File: config.mk
export PLATFORM = sky130hd
export DESIGN_NAME = gate_schedule_window_check_core
export DESIGN_NICKNAME = d
export VERILOG_FILES = /design/src/hw/rtl/gswc_pkg.sv /design/src/hw/rtl/gate_schedule_window_check_core.sv /design/src/hw/rtl/gswc_ram.sv
export SDC_FILE = /design/constraint.sdc
export NUM_CORES = 2
export LEC_CHECK = 0
export ABC_AREA = 1
export BUFFER_PORTS_ARGS = -buffer_cell sky130_fd_sc_hd__buf_2
export CORE_MARGIN = 3
export CORE_UTILIZATION = 50
export CTS_BUF_LIST = sky130_fd_sc_hd__clkbuf_4 sky130_fd_sc_hd__clkbuf_8 sky130_fd_sc_hd__clkbuf_16
export CTS_CLUSTER_SIZE = 10
export DETAILED_ROUTE_END_ITERATION = 8
export GPL_TIMING_DRIVEN = 0
export HOLD_SLACK_MARGIN = 0.06
export PLACE_DENSITY_LB_ADDON = 0.05
export SLEW_MARGIN = 20
export SYNTH_ARGS = -nofsm -noshare
export SYNTH_HDL_FRONTEND = slang
export SYNTH_HIERARCHICAL = 1
export SYNTH_SLANG_ARGS = --single-unit
File: constraint.sdc
create_clock -name i_clk -period 6.2 [get_ports i_clk]
set_input_delay 0.31 -clock i_clk [delete_from_list [all_inputs] [get_ports i_clk]]
set_output_delay 0.31 -clock i_clk [all_outputs]
set_load 0.02 [all_outputs]
File: src/hw/rtl/gswc_pkg.sv
// Shared widths, codes and constants of the gate schedule window check.
`default_nettype none

package gswc_pkg;

    // Fixed field widths of the request and result channels.
    localparam int TIME_W     = 64;
    localparam int INTV_W     = 32;
    localparam int CLASS_W    = 4;
    localparam int LIDX_W     = 6;
    localparam int CNT_W      = 7;
    localparam int CFG_IDX_W  = 2;
    localparam int STEP_W     = 6;

    // Gate mask: one bit per traffic class plus the best effort class.
    localparam int TRAFFIC_CLASSES = 8;
    localparam int MASK_W          = 9;
    localparam logic [MASK_W-1:0] MASK_ALL =
        MASK_W'((64'd1 << (TRAFFIC_CLASSES + 1)) - 64'd1);

    // Wide enough to compare entry counts and indexes up to 1024.
    localparam int EXT_W = 11;

    // Request commands.
    localparam logic CMD_LOAD  = 1'b0;
    localparam logic CMD_FRAME = 1'b1;

    // Configuration register indexes.
    localparam logic [CFG_IDX_W-1:0] CFG_START_TIME = 2'd0;
    localparam logic [CFG_IDX_W-1:0] CFG_ENTRIES    = 2'd1;

    // Result status codes.
    localparam logic STATUS_OK        = 1'b0;
    localparam logic STATUS_ZERO_CYCLE = 1'b1;

    // Result of the shared adder: carry out and sum.
    typedef struct packed {
        logic              carry;
        logic [TIME_W-1:0] sum;
    } t_alu_res;

endpackage

`default_nettype wire

File: src/hw/rtl/gate_schedule_window_check_core.sv
// Top level of the gate schedule window check: sequencer, shared adder and schedule RAM.
//
// The request channel (i_valid / o_ready) carries either a load command, which writes
// one schedule entry (gate mask and interval in ns) and gives no result, or a frame
// command with a timestamp and a traffic class. A frame gives one result on the result
// channel (o_valid / i_ready): window start, offset into the window, entry mask and
// index, whether the class gate is open, and a status. Frames at or before the base
// time give no result until the first frame after the base time has been seen.
// The configuration channel (i_cfg_valid / o_cfg_ready) writes the base time (index 0)
// or the number of entries in use (index 1); it is always ready. The user must use it only
// while the block is idle; the block itself does not enforce this.
// A load is written while the block stays ready. A frame passes the base time check, then
// sums the N intervals in use when a load or a count write cleared the cached cycle length,
// checks the sum, forms the bit-serial remainder, walks the entries and forms the result;
// the sum and its check are skipped with a cached cycle length.
// One 64-bit adder and one RAM read port serve all steps; the block is not ready
// while a frame is in progress. Reset clears the started flag, the cycle length and the
// base time, sets the entry count to 1 and drops any pending result; the RAM keeps data.
// A result waits in the output register while the receiver stalls; the block takes the
// next request meanwhile, and a second result holds the sequencer until the first drains.
`default_nettype none

module gate_schedule_window_check_core
    import gswc_pkg::*;
#(
    parameter int SCHED_DEPTH = 64
) (
    input  logic                 i_clk,
    input  logic                 i_rst_n,
    // Request channel.
    input  logic                 i_valid,
    output logic                 o_ready,
    input  logic                 i_command,
    input  logic [LIDX_W-1:0]    i_load_index,
    input  logic [MASK_W-1:0]    i_load_gate_mask,
    input  logic [INTV_W-1:0]    i_load_interval,
    input  logic [TIME_W-1:0]    i_frame_time,
    input  logic [CLASS_W-1:0]   i_frame_class,
    // Result channel.
    output logic                 o_valid,
    input  logic                 i_ready,
    output logic [TIME_W-1:0]    o_window_start,
    output logic [INTV_W-1:0]    o_window_offset,
    output logic                 o_on_time,
    output logic [MASK_W-1:0]    o_current_mask,
    output logic [LIDX_W-1:0]    o_current_index,
    output logic                 o_status,
    // Configuration channel.
    input  logic                 i_cfg_valid,
    output logic                 o_cfg_ready,
    input  logic [CFG_IDX_W-1:0] i_cfg_index,
    input  logic [TIME_W-1:0]    i_cfg_data
);

    // Address width of the schedule RAM, index width able to hold the count
    // itself, and cycle length width (sum of SCHED_DEPTH 32-bit intervals).
    localparam int AW    = (SCHED_DEPTH > 1) ? $clog2(SCHED_DEPTH) : 1;
    localparam int IW    = $clog2(SCHED_DEPTH + 1);
    localparam int CYC_W = INTV_W + ((SCHED_DEPTH > 1) ? $clog2(SCHED_DEPTH) : 0);
    localparam int RAM_W = MASK_W + INTV_W;
    localparam logic [EXT_W-1:0] MAX_EXT = EXT_W'(SCHED_DEPTH);

    // Sequencer state codes.
    localparam logic [2:0] S_IDLE = 3'd0;
    localparam logic [2:0] S_DIFF = 3'd1;
    localparam logic [2:0] S_SUM  = 3'd2;
    localparam logic [2:0] S_CHK  = 3'd3;
    localparam logic [2:0] S_DIV  = 3'd4;
    localparam logic [2:0] S_WALK = 3'd5;
    localparam logic [2:0] S_FIN  = 3'd6;
    localparam logic [2:0] S_ERR  = 3'd7;

    // Control state.
    logic [2:0]          r_state, n_state;
    logic                r_started, n_started;
    logic [CYC_W-1:0]    r_cyc, n_cyc;
    logic [TIME_W-1:0]   r_base, n_base;
    logic [IW-1:0]       r_count, n_count;
    logic                r_out_valid, n_out_valid;

    // Working registers of the current frame.
    logic [TIME_W-1:0]   r_ts, n_ts;
    logic [CLASS_W-1:0]  r_cls, n_cls;
    logic [TIME_W-1:0]   r_diff, n_diff;
    logic [CYC_W-1:0]    r_rem, n_rem;
    logic [STEP_W-1:0]   r_bit, n_bit;
    logic [IW-1:0]       r_idx, n_idx;

    // Result register.
    logic [TIME_W-1:0]   r_win_start, n_win_start;
    logic [INTV_W-1:0]   r_win_offset, n_win_offset;
    logic                r_on_time, n_on_time;
    logic [MASK_W-1:0]   r_cur_mask, n_cur_mask;
    logic [LIDX_W-1:0]   r_cur_index, n_cur_index;
    logic                r_status, n_status;

    // Shared adder.
    logic [TIME_W-1:0]   alu_a, alu_b;
    logic                alu_sub;
    t_alu_res            alu_res;

    // Schedule RAM and helpers.
    logic                ram_we;
    logic [AW-1:0]       ram_waddr, ram_raddr;
    logic [RAM_W-1:0]    ram_wdata, ram_rdata;
    logic [INTV_W-1:0]   rd_interval;
    logic [MASK_W-1:0]   rd_mask;
    logic [AW+LIDX_W-1:0] load_idx_ext;
    logic                load_in_range;
    logic                in_fire, cfg_fire, out_free;
    logic [IW-1:0]       idx_last;
    logic [CYC_W:0]      div_trial;
    logic [15:0]         mask_ext;
    logic [EXT_W-1:0]    cnt_ext, idx_ext;

    assign o_ready     = (r_state == S_IDLE);
    assign o_cfg_ready = 1'b1;
    assign in_fire     = i_valid && o_ready;
    assign cfg_fire    = i_cfg_valid && o_cfg_ready;
    // The result register can take a new result when it is empty or being read.
    assign out_free    = !r_out_valid || i_ready;

    assign idx_last = r_count - IW'(1);

    // A load beyond the schedule depth is dropped.
    assign load_idx_ext  = (AW + LIDX_W)'(i_load_index);
    assign load_in_range = load_idx_ext < (AW + LIDX_W)'(SCHED_DEPTH);

    assign ram_we    = in_fire && (i_command == CMD_LOAD) && load_in_range;
    assign ram_waddr = load_idx_ext[AW-1:0];
    assign ram_wdata = {i_load_gate_mask & MASK_ALL, i_load_interval};
    // The RAM read is registered, so the next index is presented: the data of
    // the entry at r_idx is then valid in the same cycle as r_idx.
    assign ram_raddr = n_idx[AW-1:0];
    assign rd_interval = ram_rdata[INTV_W-1:0];
    assign rd_mask     = ram_rdata[RAM_W-1:INTV_W];

    gswc_ram #(
        .WIDTH (RAM_W),
        .DEPTH (SCHED_DEPTH)
    ) u_sched_ram (
        .i_clk   (i_clk),
        .i_we    (ram_we),
        .i_waddr (ram_waddr),
        .i_wdata (ram_wdata),
        .i_raddr (ram_raddr),
        .o_rdata (ram_rdata)
    );

    // The one adder of the block: adds, or subtracts with the carry out meaning
    // "a is not below b".
    assign alu_res = {1'b0, alu_a} + {1'b0, (alu_sub ? ~alu_b : alu_b)}
                   + {{TIME_W{1'b0}}, alu_sub};

    // One restoring division step: shift in the next dividend bit.
    assign div_trial = {r_rem, r_diff[TIME_W-1]};

    // Gate bit of the frame's class; classes past the mask read as shut.
    assign mask_ext = 16'(rd_mask);
    assign idx_ext  = EXT_W'(r_idx);
    assign cnt_ext  = EXT_W'(i_cfg_data[CNT_W-1:0]);

    always_comb begin
        n_state      = r_state;
        n_started    = r_started;
        n_cyc        = r_cyc;
        n_base       = r_base;
        n_count      = r_count;
        n_out_valid  = r_out_valid && !i_ready;
        n_ts         = r_ts;
        n_cls        = r_cls;
        n_diff       = r_diff;
        n_rem        = r_rem;
        n_bit        = r_bit;
        n_idx        = r_idx;
        n_win_start  = r_win_start;
        n_win_offset = r_win_offset;
        n_on_time    = r_on_time;
        n_cur_mask   = r_cur_mask;
        n_cur_index  = r_cur_index;
        n_status     = r_status;
        alu_a        = '0;
        alu_b        = '0;
        alu_sub      = 1'b1;

        unique case (r_state)
            S_IDLE: begin
                if (in_fire) begin
                    if (i_command == CMD_FRAME) begin
                        n_ts    = i_frame_time;
                        n_cls   = i_frame_class;
                        n_state = S_DIFF;
                    end else if (load_in_range) begin
                        // A new entry invalidates the cached cycle length.
                        n_cyc = '0;
                    end
                end
            end
            S_DIFF: begin
                alu_a = r_ts;
                alu_b = r_base;
                if (!r_started && (!alu_res.carry || (alu_res.sum == '0))) begin
                    n_state = S_IDLE;
                end else begin
                    n_started = 1'b1;
                    n_diff    = alu_res.sum;
                    n_idx     = '0;
                    n_rem     = '0;
                    n_bit     = '0;
                    if (r_cyc == '0) begin
                        n_state = S_SUM;
                    end else begin
                        n_state = S_DIV;
                    end
                end
            end
            S_SUM: begin
                alu_a   = TIME_W'(r_cyc);
                alu_b   = TIME_W'(rd_interval);
                alu_sub = 1'b0;
                n_cyc   = alu_res.sum[CYC_W-1:0];
                if (r_idx == idx_last) begin
                    n_state = S_CHK;
                end else begin
                    n_idx = r_idx + IW'(1);
                end
            end
            S_CHK: begin
                n_rem = '0;
                n_bit = '0;
                if (r_cyc == '0) begin
                    n_state = S_ERR;
                end else begin
                    n_state = S_DIV;
                end
            end
            S_DIV: begin
                alu_a  = TIME_W'(div_trial);
                alu_b  = TIME_W'(r_cyc);
                n_rem  = alu_res.carry ? alu_res.sum[CYC_W-1:0] : div_trial[CYC_W-1:0];
                n_diff = {r_diff[TIME_W-2:0], 1'b0};
                n_bit  = r_bit + STEP_W'(1);
                if (r_bit == '1) begin
                    n_idx   = '0;
                    n_state = S_WALK;
                end
            end
            S_WALK: begin
                alu_a = TIME_W'(r_rem);
                alu_b = TIME_W'(rd_interval);
                if (alu_res.carry && (r_idx != idx_last)) begin
                    n_rem = alu_res.sum[CYC_W-1:0];
                    n_idx = r_idx + IW'(1);
                end else begin
                    n_state = S_FIN;
                end
            end
            S_FIN: begin
                alu_a = r_ts;
                alu_b = TIME_W'(r_rem);
                if (out_free) begin
                    n_out_valid  = 1'b1;
                    n_win_start  = alu_res.sum;
                    n_win_offset = r_rem[INTV_W-1:0];
                    n_on_time    = (r_cls <= CLASS_W'(TRAFFIC_CLASSES)) && mask_ext[r_cls];
                    n_cur_mask   = rd_mask;
                    n_cur_index  = idx_ext[LIDX_W-1:0];
                    n_status     = STATUS_OK;
                    n_state      = S_IDLE;
                end
            end
            S_ERR: begin
                if (out_free) begin
                    n_out_valid  = 1'b1;
                    n_win_start  = '0;
                    n_win_offset = '0;
                    n_on_time    = 1'b0;
                    n_cur_mask   = '0;
                    n_cur_index  = '0;
                    n_status     = STATUS_ZERO_CYCLE;
                    n_state      = S_IDLE;
                end
            end
            default: begin
                n_state = S_IDLE;
            end
        endcase

        // Register writes must arrive only while the sequencer is idle; the block does not enforce this.
        if (cfg_fire) begin
            if (i_cfg_index == CFG_START_TIME) begin
                n_base = i_cfg_data;
            end else if (i_cfg_index == CFG_ENTRIES) begin
                n_cyc = '0;
                if (cnt_ext == '0) begin
                    n_count = IW'(1);
                end else if (cnt_ext > MAX_EXT) begin
                    n_count = IW'(SCHED_DEPTH);
                end else begin
                    n_count = cnt_ext[IW-1:0];
                end
            end
        end
    end

    always_ff @(posedge i_clk) begin
        if (!i_rst_n) begin
            r_state     <= S_IDLE;
            r_started   <= 1'b0;
            r_cyc       <= '0;
            r_base      <= '0;
            r_count     <= IW'(1);
            r_out_valid <= 1'b0;
        end else begin
            r_state     <= n_state;
            r_started   <= n_started;
            r_cyc       <= n_cyc;
            r_base      <= n_base;
            r_count     <= n_count;
            r_out_valid <= n_out_valid;
        end
    end

    always_ff @(posedge i_clk) begin
        r_ts         <= n_ts;
        r_cls        <= n_cls;
        r_diff       <= n_diff;
        r_rem        <= n_rem;
        r_bit        <= n_bit;
        r_idx        <= n_idx;
        r_win_start  <= n_win_start;
        r_win_offset <= n_win_offset;
        r_on_time    <= n_on_time;
        r_cur_mask   <= n_cur_mask;
        r_cur_index  <= n_cur_index;
        r_status     <= n_status;
    end

    assign o_valid         = r_out_valid;
    assign o_window_start  = r_win_start;
    assign o_window_offset = r_win_offset;
    assign o_on_time       = r_on_time;
    assign o_current_mask  = r_cur_mask;
    assign o_current_index = r_cur_index;
    assign o_status        = r_status;

    // The walk never moves past the last entry in use.
    a_walk_in_range: assert property (@(posedge i_clk) disable iff (!i_rst_n)
        (r_state == S_WALK) |-> (r_idx < r_count))
        else $error("schedule walk index beyond entries in use");

    // The partial remainder stays below the divisor throughout the division.
    a_rem_below_cycle: assert property (@(posedge i_clk) disable iff (!i_rst_n)
        (r_state == S_DIV) |-> (r_rem < r_cyc))
        else $error("partial remainder not below cycle length");

    // A window result is only formed with a nonzero cycle length.
    a_fin_nonzero_cycle: assert property (@(posedge i_clk) disable iff (!i_rst_n)
        (r_state == S_FIN) |-> (r_cyc != '0))
        else $error("window result with zero cycle length");

    // The started flag is only set by the base time check of a frame.
    a_started_from_diff: assert property (@(posedge i_clk) disable iff (!i_rst_n)
        $rose(r_started) |-> ($past(r_state) == S_DIFF))
        else $error("started flag set outside the base time check");

endmodule

`default_nettype wire

File: src/hw/rtl/gswc_ram.sv
// Generic single write port RAM with a registered read port.
`default_nettype none

module gswc_ram #(
    parameter int WIDTH = 41,
    parameter int DEPTH = 64
) (
    input  logic                                     i_clk,
    input  logic                                     i_we,
    input  logic [((DEPTH > 1) ? $clog2(DEPTH) : 1)-1:0] i_waddr,
    input  logic [WIDTH-1:0]                         i_wdata,
    input  logic [((DEPTH > 1) ? $clog2(DEPTH) : 1)-1:0] i_raddr,
    output logic [WIDTH-1:0]                         o_rdata
);

    logic [WIDTH-1:0] r_mem [DEPTH];
    logic [WIDTH-1:0] r_rdata;

    always_ff @(posedge i_clk) begin
        if (i_we) begin
            r_mem[i_waddr] <= i_wdata;
        end
        r_rdata <= r_mem[i_raddr];
    end

    assign o_rdata = r_rdata;

endmodule

`default_nettype wire

# --- Word level (Yosys, flattened, before mapping) ---
# Memories as Yosys holds them, arrays and structs flattened. A register that Yosys moved wholly into a read port is not among the register bits.
# Index checks and enable logic that the tools add are counted.
word_totals:
  ff_bits: 410
  latch_bits: 0
  mem_bits_rw: 2624
  rom_bits: 0
  in_bits: 187
  output_inout_bits: 116
  elab_cells: 150
  mem_count: 1
memory_table:
  columns: ["name", "depth", "width", "read_ports", "rd_ports_with_merged_regs", "wr", "line_no", "source"]
  rows:
  - ["u_sched_ram.r_mem", 64, 41, 1, 1, 1, "gswc_ram.sv:16", "logic [WIDTH-1:0] r_mem [DEPTH];"]
classes:
  addsub: 5
  n_mul: 0
  n_div: 0
  n_lt_le_gt_ge: 4
  n_eq_ne: 22
  shifts: 0
  mux: 59
  bitwise: 4
  n_reduce_logical: 36
op_table:
  columns: ["cell", "n"]
  rows:
  - ["$pmux W64 S4", 2]
  - ["$mux W38", 9]
  - ["$mux W64", 4]
  - ["$pmux W64 S2", 2]
  - ["$pmux W38 S4", 1]
  - ["$pmux W38 S2", 1]
  - ["$add A64 B64 Y65", 1]
  - ["$add A65 B1 Y65", 1]
  - ["$logic_not A64 Y1", 1]
  - ["$mux W32", 2]
  - ["$not A64 Y64", 1]
  - ["$pmux W32 S2", 1]
  - ["$mux W7", 6]
  - ["$logic_not A38 Y1", 1]
  - ["$pmux W7 S4", 1]
  - ["$mux W3", 8]
  - ["$pmux W3 S7", 1]
  - ["$mux W6", 3]
  - ["$mux W9", 2]
  - ["$pmux W6 S3", 1]
  - ["$pmux W9 S2", 1]
  - ["$ne A2 B2 Y1 const B", 8]
  - ["$eq A3 B3 Y1 const B", 4]
  - ["$pmux W6 S2", 1]
  - ["other kinds (33)", 67]

# --- Logic depth before layout (Yosys ltp) ---
logic_depth:
  depth_word: 12
  mapped_depth: 51
  ltp_nobuf: 45

# --- By module ---
# Netlist, hierarchy kept.
by_module_without_submodules:
  columns: ["mod", "n_inst", "cells_each", "area_each_um2", "seq_area_each_um2"]
  rows:
  - ["gswc_ram", 1, 8640, 106037.9, 79616.4]
  - ["gate_schedule_window_check_core", 1, 2926, 23455.0, 11110.7]

# --- Worst setup path before layout ---
# OpenSTA, ideal clock, no wires.
synth_timing:
  path_kind: "reg-to-reg"
  startpoint: "reg r_state[0]"
  endpoint: "mem u_sched_ram.r_mem[48][0] (enable)"
  setup_time_ps: 543
  t_arrival_ps: 5815
  t_required_ps: 5657
  slack_ps: -158
  path_stages_with_launch: 11
  n_path_buf: 1
  synth_period_minus_slack_ps: 6358
  path_cell_list: "dfxtp_1 -> nor2_2 -> inv_1 -> nor2_1 -> inv_1 -> nor2_1 -> nand2_1 -> inv_1 -> clkbuf_1 -> nand4_1 -> nor4_1"
synth_between:
  elab_chain_len: 6
synth_lines:
  columns: ["item", "line_no", "source"]
  rows:
  - ["from (decl)", "gate_schedule_window_check_core.sv:74", "logic [2:0] r_state, n_state;"]
  - ["from (signal assigned)", "gate_schedule_window_check_core.sv:315", "r_state <= n_state;"]
  - ["$logic_not A3 Y1", "gate_schedule_window_check_core.sv:116", "assign o_ready = (r_state == S_IDLE);"]
  - ["net o_ready", "gate_schedule_window_check_core.sv:32", "output logic o_ready,"]
  - ["$logic_and A1 B1 Y1", "gate_schedule_window_check_core.sv:118", "assign in_fire = i_valid && o_ready;"]
  - ["$logic_and A1 B1 Y1 (2 in series)", "gate_schedule_window_check_core.sv:129", "assign ram_we = in_fire && (i_command == CMD_LOAD) && load_in_range;"]
  - ["net ram_we", "gate_schedule_window_check_core.sv:103", "logic ram_we;"]
  - ["$mux W1", "gswc_ram.sv:20", "if (i_we) begin"]
  - ["$mux W1 (implied by the code)", "gswc_ram.sv:21", "r_mem[i_waddr] <= i_wdata;"]
  - ["to (decl)", "gswc_ram.sv:16", null]
# The timed path passes the listed nets, and every way through them passes these cells.

# --- Final worst setup path ---
layout_timing:
  startpoint: "reg r_state[0]"
  endpoint: "reg u_sched_ram.r_rdata[39], in the netlist u_sched_ram/o_rdata[39], read port of u_sched_ram.r_mem"
layout_between:
  elab_chain_len: 12
  word_cells_on_any_way: 22
  classes_between: "add/sub: 2; eq/ne: 5; mux: 7; bitwise: 1; reduce/logical: 7"
layout_lines:
  columns: ["item", "line_no", "source"]
  rows:
  - ["$eq A3 B3 Y1 / $eq A3 B2 Y1 (equally long branches)", "gate_schedule_window_check_core.sv:186", "unique case (r_state)"]
  - ["$reduce_or A2 Y1 (no source line)", null, null]
  - ["$pmux W64 S4", "gate_schedule_window_check_core.sv:186", null]
  - ["$not A64 Y64", "gate_schedule_window_check_core.sv:152", "assign alu_res = {1'b0, alu_a} + {1'b0, (alu_sub ? ~alu_b : alu_b)}"]
  - ["$mux W64", "gate_schedule_window_check_core.sv:152", null]
  - ["$add A64 B64 Y65", "gate_schedule_window_check_core.sv:152", null]
  - ["$add A65 B1 Y65", "gate_schedule_window_check_core.sv:153", "+ {{TIME_W{1'b0}}, alu_sub};"]
  - ["$logic_not A64 Y1 / $logic_not A1 Y1 (equally long branches)", "gate_schedule_window_check_core.sv:202", "if (!r_started && (!alu_res.carry || (alu_res.sum == '0))) begin"]
  - ["$logic_or A1 B1 Y1", "gate_schedule_window_check_core.sv:202", null]
  - ["$logic_and A1 B1 Y1", "gate_schedule_window_check_core.sv:202", null]
  - ["$mux W7", "gate_schedule_window_check_core.sv:202", null]
  - ["$pmux W7 S4 (*)", "gate_schedule_window_check_core.sv:186", null]
  - ["net n_idx[0]", "gate_schedule_window_check_core.sv:87", "logic [IW-1:0] r_idx, n_idx;"]
  - ["to (decl)", "gswc_ram.sv:17", "logic [WIDTH-1:0] r_rdata;"]
# Mark *: on every way through the listed nets, which the timed path passes. The rest lies on a longest branch. The select of a mux whose other input is x is not followed.
# A chain may end at the register's enable or synchronous reset.

==> results <==
- In the routed layout, each cell is associated on average with a via count of between 6 and 7.
- The category of the worst setup path launch point is a flop.
- The startpoint identified for the worst register-to-register timing path is r_state[0].
- After detailed routing, the number of remaining DRC violations is 0.
- In this run the static leakage power is 61.4 nW.
- The parity-gate share of the synthesized area counting xor and xnor cells is less than 1%.
- The area share of the largest cell type after synthesis is 67.6%.
- Combinational logic is responsible for 57.0% of the overall power.
- The via count of the first global-routing pass was 96.3k.
- Dividing the detail-routed wire length by the instance count gives ~35 um.
- The number of port buffers is 298.
- The total overflow left after global routing is 0.
- Yosys mapped a number of flops with a built-in enable equal to just under 3k.
- The global-route wire length before repair is between 700,000 and 800,000 um.
- The level count of the clock H-tree is 5.
- At the pin with the least slew margin, the transition time is 1.14 ns.
- The die covers approximately 0.27 mm2.
- The final-layout worst hold slack is 0.100 ns.
- Yosys attributes the largest share of cell area to edfxtp_1, nand2_1, nand3_1, dfxtp_1, nor2_1.
- Counting instances, the worst hold path has a depth of 2.
- The wire length after detailed routing is 568,000 um.
- Synthesis produced a netlist whose cell count is 11.6k.
- The count of cell types in the netlist is 60.
- The worst-case vdd ir drop is ~550 uV.
- Once the floorplan was initialized, standard cells occupied just over 50% of the core.
- Dividing total power by cell area gives a power density of 629 mW/mm2.
- After the last flow step, the layout net total stands at 13.2k.
- The final-report hold violation count is 0.
- Row generation in the floorplan step produced 186 rows.
- The maximum number of pins on one net before global-route repair is between 60 and 70.
- The cell type group with the largest total delay on the critical path is simple AND/OR/NAND/NOR gates.
- In this run the remaining antenna-violating nets after routing total 0.
- The flow ran to the end, but the final reports show violations.
- The total placed cells including tap cells is ~16k.
- Headroom to the max-slew limit came out at 23.2%.
- The worst hold path terminates at r_ts[59].
- The endpoint type of the worst setup path is a flop.
- The warning count from the yosys run is 6.
- Setup repair after global routing could not meet its margin everywhere.
- The synthesized netlist devotes under 10% of its cell area to compound gates.
- The synthesized area divided by synthesized cell count is 11.2 um2.
- The area fraction in and, or, nand and nor cells after synthesis is between 20 and 25%.
- At the later pin of the worst-skew pair, clock insertion delay measures ~0.95 ns.
- The clock tree root buffer cell is clkbuf_16.
- Multiplexer cells account for 0% of the synthesized area.
- The final cell count without fillers is 16.5k.
- The largest fanout on the critical path is 10.
- The final reports fail on setup timing.
- The clock share of power is 18.5%.
- The most numerous cell type found on the critical path is nand2_4.
- The CTS clock-pin slew for the worst setup and hold paths is about 0.06 ns.
- The HPWL after detailed placement is 410,000 um.
- The die height is just over 500 um.
- The minimum clock period is 6.92 ns.
- The switching power share of the total is a little under half.
- Registers are responsible for 24.5% of the overall power.
- The post-route netlist has a little under a quarter of its cells at a drive strength greater than 1.
- The signal arrival time at the worst endpoint is 7.76 ns.
- The final route contains approximately 100k vias.
- In this run the most critical hold path is launched from i_frame_time[59].
- Synthesis inferred 3,075 register bits.
- The power dissipated by switching net loads is 0.0493 W.
- In this design, the stage delay of the slowest critical-path cell is 0.45 ns.
- The initial antenna violation count is 38.
- Buffers inserted during clock tree synthesis total 355.
- The final setup skew is 0.0612 ns.
- The length of the first detailed-routing pass in iterations is 6.
- Of the total synthesized cell area, the portion taken by full adders, half adders and majority gates is 0.663%.
- The cell area after technology mapping is 0.129 mm2.
- The layout overhead on the synthesized area is 27.7%.
- The number of design-rule violations left by the first detailed-router iteration is roughly 16k.
- The total buffers and inverters traversed by the critical path is 14.
- The count of boundary I/O pins is 303.
- The worst path uses 112% of the clock period.
- The critical path is of the flop to flop type.
- The number of setup violations in the final report is 41.
- The slack of the worst reg-to-reg path is -0.72 ns.
- The share of synthesized flip-flops with an asynchronous set or reset is 0%.
- In the global route stage, overall resource usage came out at 41.8%.
- The number of nets produced by synthesis is 11.8k.
- The path category of the worst min-delay check is primary input to flop.
- The number of clock sinks seen by CTS is 3,075.
- The clock passes through at most 4 buffers.
- The tool flagged a number of max-cap violations equal to 0.
- The main combinational cell family by area after synthesis is simple AND/OR/NAND/NOR gates.
- The global placement routability congestion is 1.02.
- Of the synthesized area, sequential elements account for 70.1%.
- The launching element of the worst setup path is r_state[0].
- The cell depth of the worst flop-to-flop path is 45.
- The worst register-to-register path ends at u_sched_ram/o_rdata[39].
- The largest area contributor in the netlist is edfxtp_1.
- TritonCTS built the clock tree.
- The core region is 0.257 mm2.
- The final critical-path setup slack is -0.720 ns.
- Based on the critical path, the design can be clocked at up to 144 MHz.
- The max-slew violation count is 0.
- The required arrival time at the worst endpoint is between 7 and 8 ns.
- On the critical path, the stage with the largest delay is an instance of dfxtp_4.
- The internal power of the cells totals 0.0548 W.
- The primary flip-flop cell chosen by synthesis mapping is edfxtp_1.
- The width of the chip is 515 um.
## power by group through the flow
| stage | Sequential (W) | Clock, W | Combinational (W) |
|---|---|---|---|
| finish | 0.0255 | 0.0193 | 0.0593 |
| detailed placement | 0.0258 | 0 | 0.0431 |
| CTS | 0.0254 | 0.0194 | 0.0541 |
| global route | 0.0255 | 0.0202 | 0.0620 |
| global placement | 0.0259 | 0 | 0.0426 |
| floorplan | 0.0256 | 0 | 0.0242 |
## logic make-up (layout without fill, tap and decap cells)
| logic type | count (synthesis) | after routing |
|---|---|---|
| fa+ha+maj | 68 | 68 |
| simple gates | 6628 | 6628 |
| xor+xnor | 70 | 70 |
| other cells | 1 | 27 |
| buf+inv | 1136 | 2631 |
| flops | 3075 | 3075 |
| compound gates | 588 | 588 |
## through the flow
step                total power, W  setup slack (ns)  util, %  cell area (um2)  setup TNS, ns
floorplan                   0.0498            -0.158        -           129000         -51.77
global placement            0.0685            -10.46     52.6           135000       -8628.09
detailed placement          0.0690             -5.53     54.9           141000        -525.88
CTS                         0.0989            -0.574     62.9           162000         -18.88
global route                 0.108            -0.807     64.3           165000         -29.82
finish                       0.104            -0.720     64.3           165000         -25.76
## cell usage after synthesis, drive strengths merged, types with 8 or more instances
cell type and n:
nand2 3494, edfxtp 2914, nand3 2567, buf 493, nor2 467, inv 449, o21ai 193, clkbuf 191
dfxtp 161, a21oi 154, ha 67, o22ai 62, xor2 53, o221ai 38, a22oi 37, nand4 36
nor3 25, a221oi 18, nor4 18, o2111ai 17, xnor2 17, o21bai 14, a211oi 11, a21o 11
nand3b 10, and2 9, o211ai 8
## routing by layer
| layer | global-route usage (%) | part of all wire (%) |
|---|---|---|
| met2 | 62.6 | 43 |
| met1 | 54.4 | 36 |
| met4 | 25.1 | 7.6 |
| met3 | 11.5 | 13 |
| met5 | 0 | 0.027 |
## cells in the final DEF, fill, tap and decap left out, types with 159 or more instances in the layout
master,count
nand3_4,163
nand2_2,172
dlygate4sd3_1,219
inv_1,421
clkbuf_16,380
nor2_1,343
clkbuf_4,159
buf_4,355
nand2_1,3173
edfxtp_1,2914
o21ai_0,172
nand3_2,351
nand3_1,2053
buf_2,453
## area by class of cell
type	instances	area [um2]
plain buffers	680	5760
well taps	3384	4230
fillers	19631	91700
flip-flops and latches	3075	90700
clock inverters	36	469
repair buffers	1007	11300
diodes	26	65.1
multi-input cells	7355	41300
clock buffers	456	9820
inverters	452	1750
## what timing repair did
action | 4_1_cts | 5_1_grt
hold endpoints to repair | 1883 | 0
resized for setup | 1756 | 649
pin swaps | 208 | 251
cloned | 17 | 13
buffers inserted | 116 | 44
hold buffers | 219 | 0
setup endpoints to repair | 207 | 41
## how the worst max path moves through the flow
| stage | to | slack [ns] | depth (start not counted) |
|---|---|---|---|
| final | u_sched_ram/o_rdata[39] | -0.72 | 45 |
| after global routing | u_sched_ram/o_rdata[29] | -0.81 | 48 |
| after CTS | u_sched_ram/o_rdata[32] | -0.57 | 52 |
| after detailed placement | u_sched_ram/o_rdata[32] | -5.53 | 47 |
| after global placement | u_sched_ram/r_mem[48][38] | -10.46 | 10 |
| after floorplan | u_sched_ram/r_mem[48][0] | -0.16 | 10 |
## flip-flops by register name, indices dropped and copies added (netlist names), 32 cells and up
| signal | flops |
|---|---|
| r_diff | 64 |
| u_sched_ram/o_rdata | 41 |
| r_cyc | 38 |
| u_sched_ram/r_mem | 2624 |
| o_window_offset | 32 |
| o_window_start | 64 |
| r_base | 64 |
| r_ts | 64 |
| r_rem | 38 |
(Power assumes the default switching activity.)
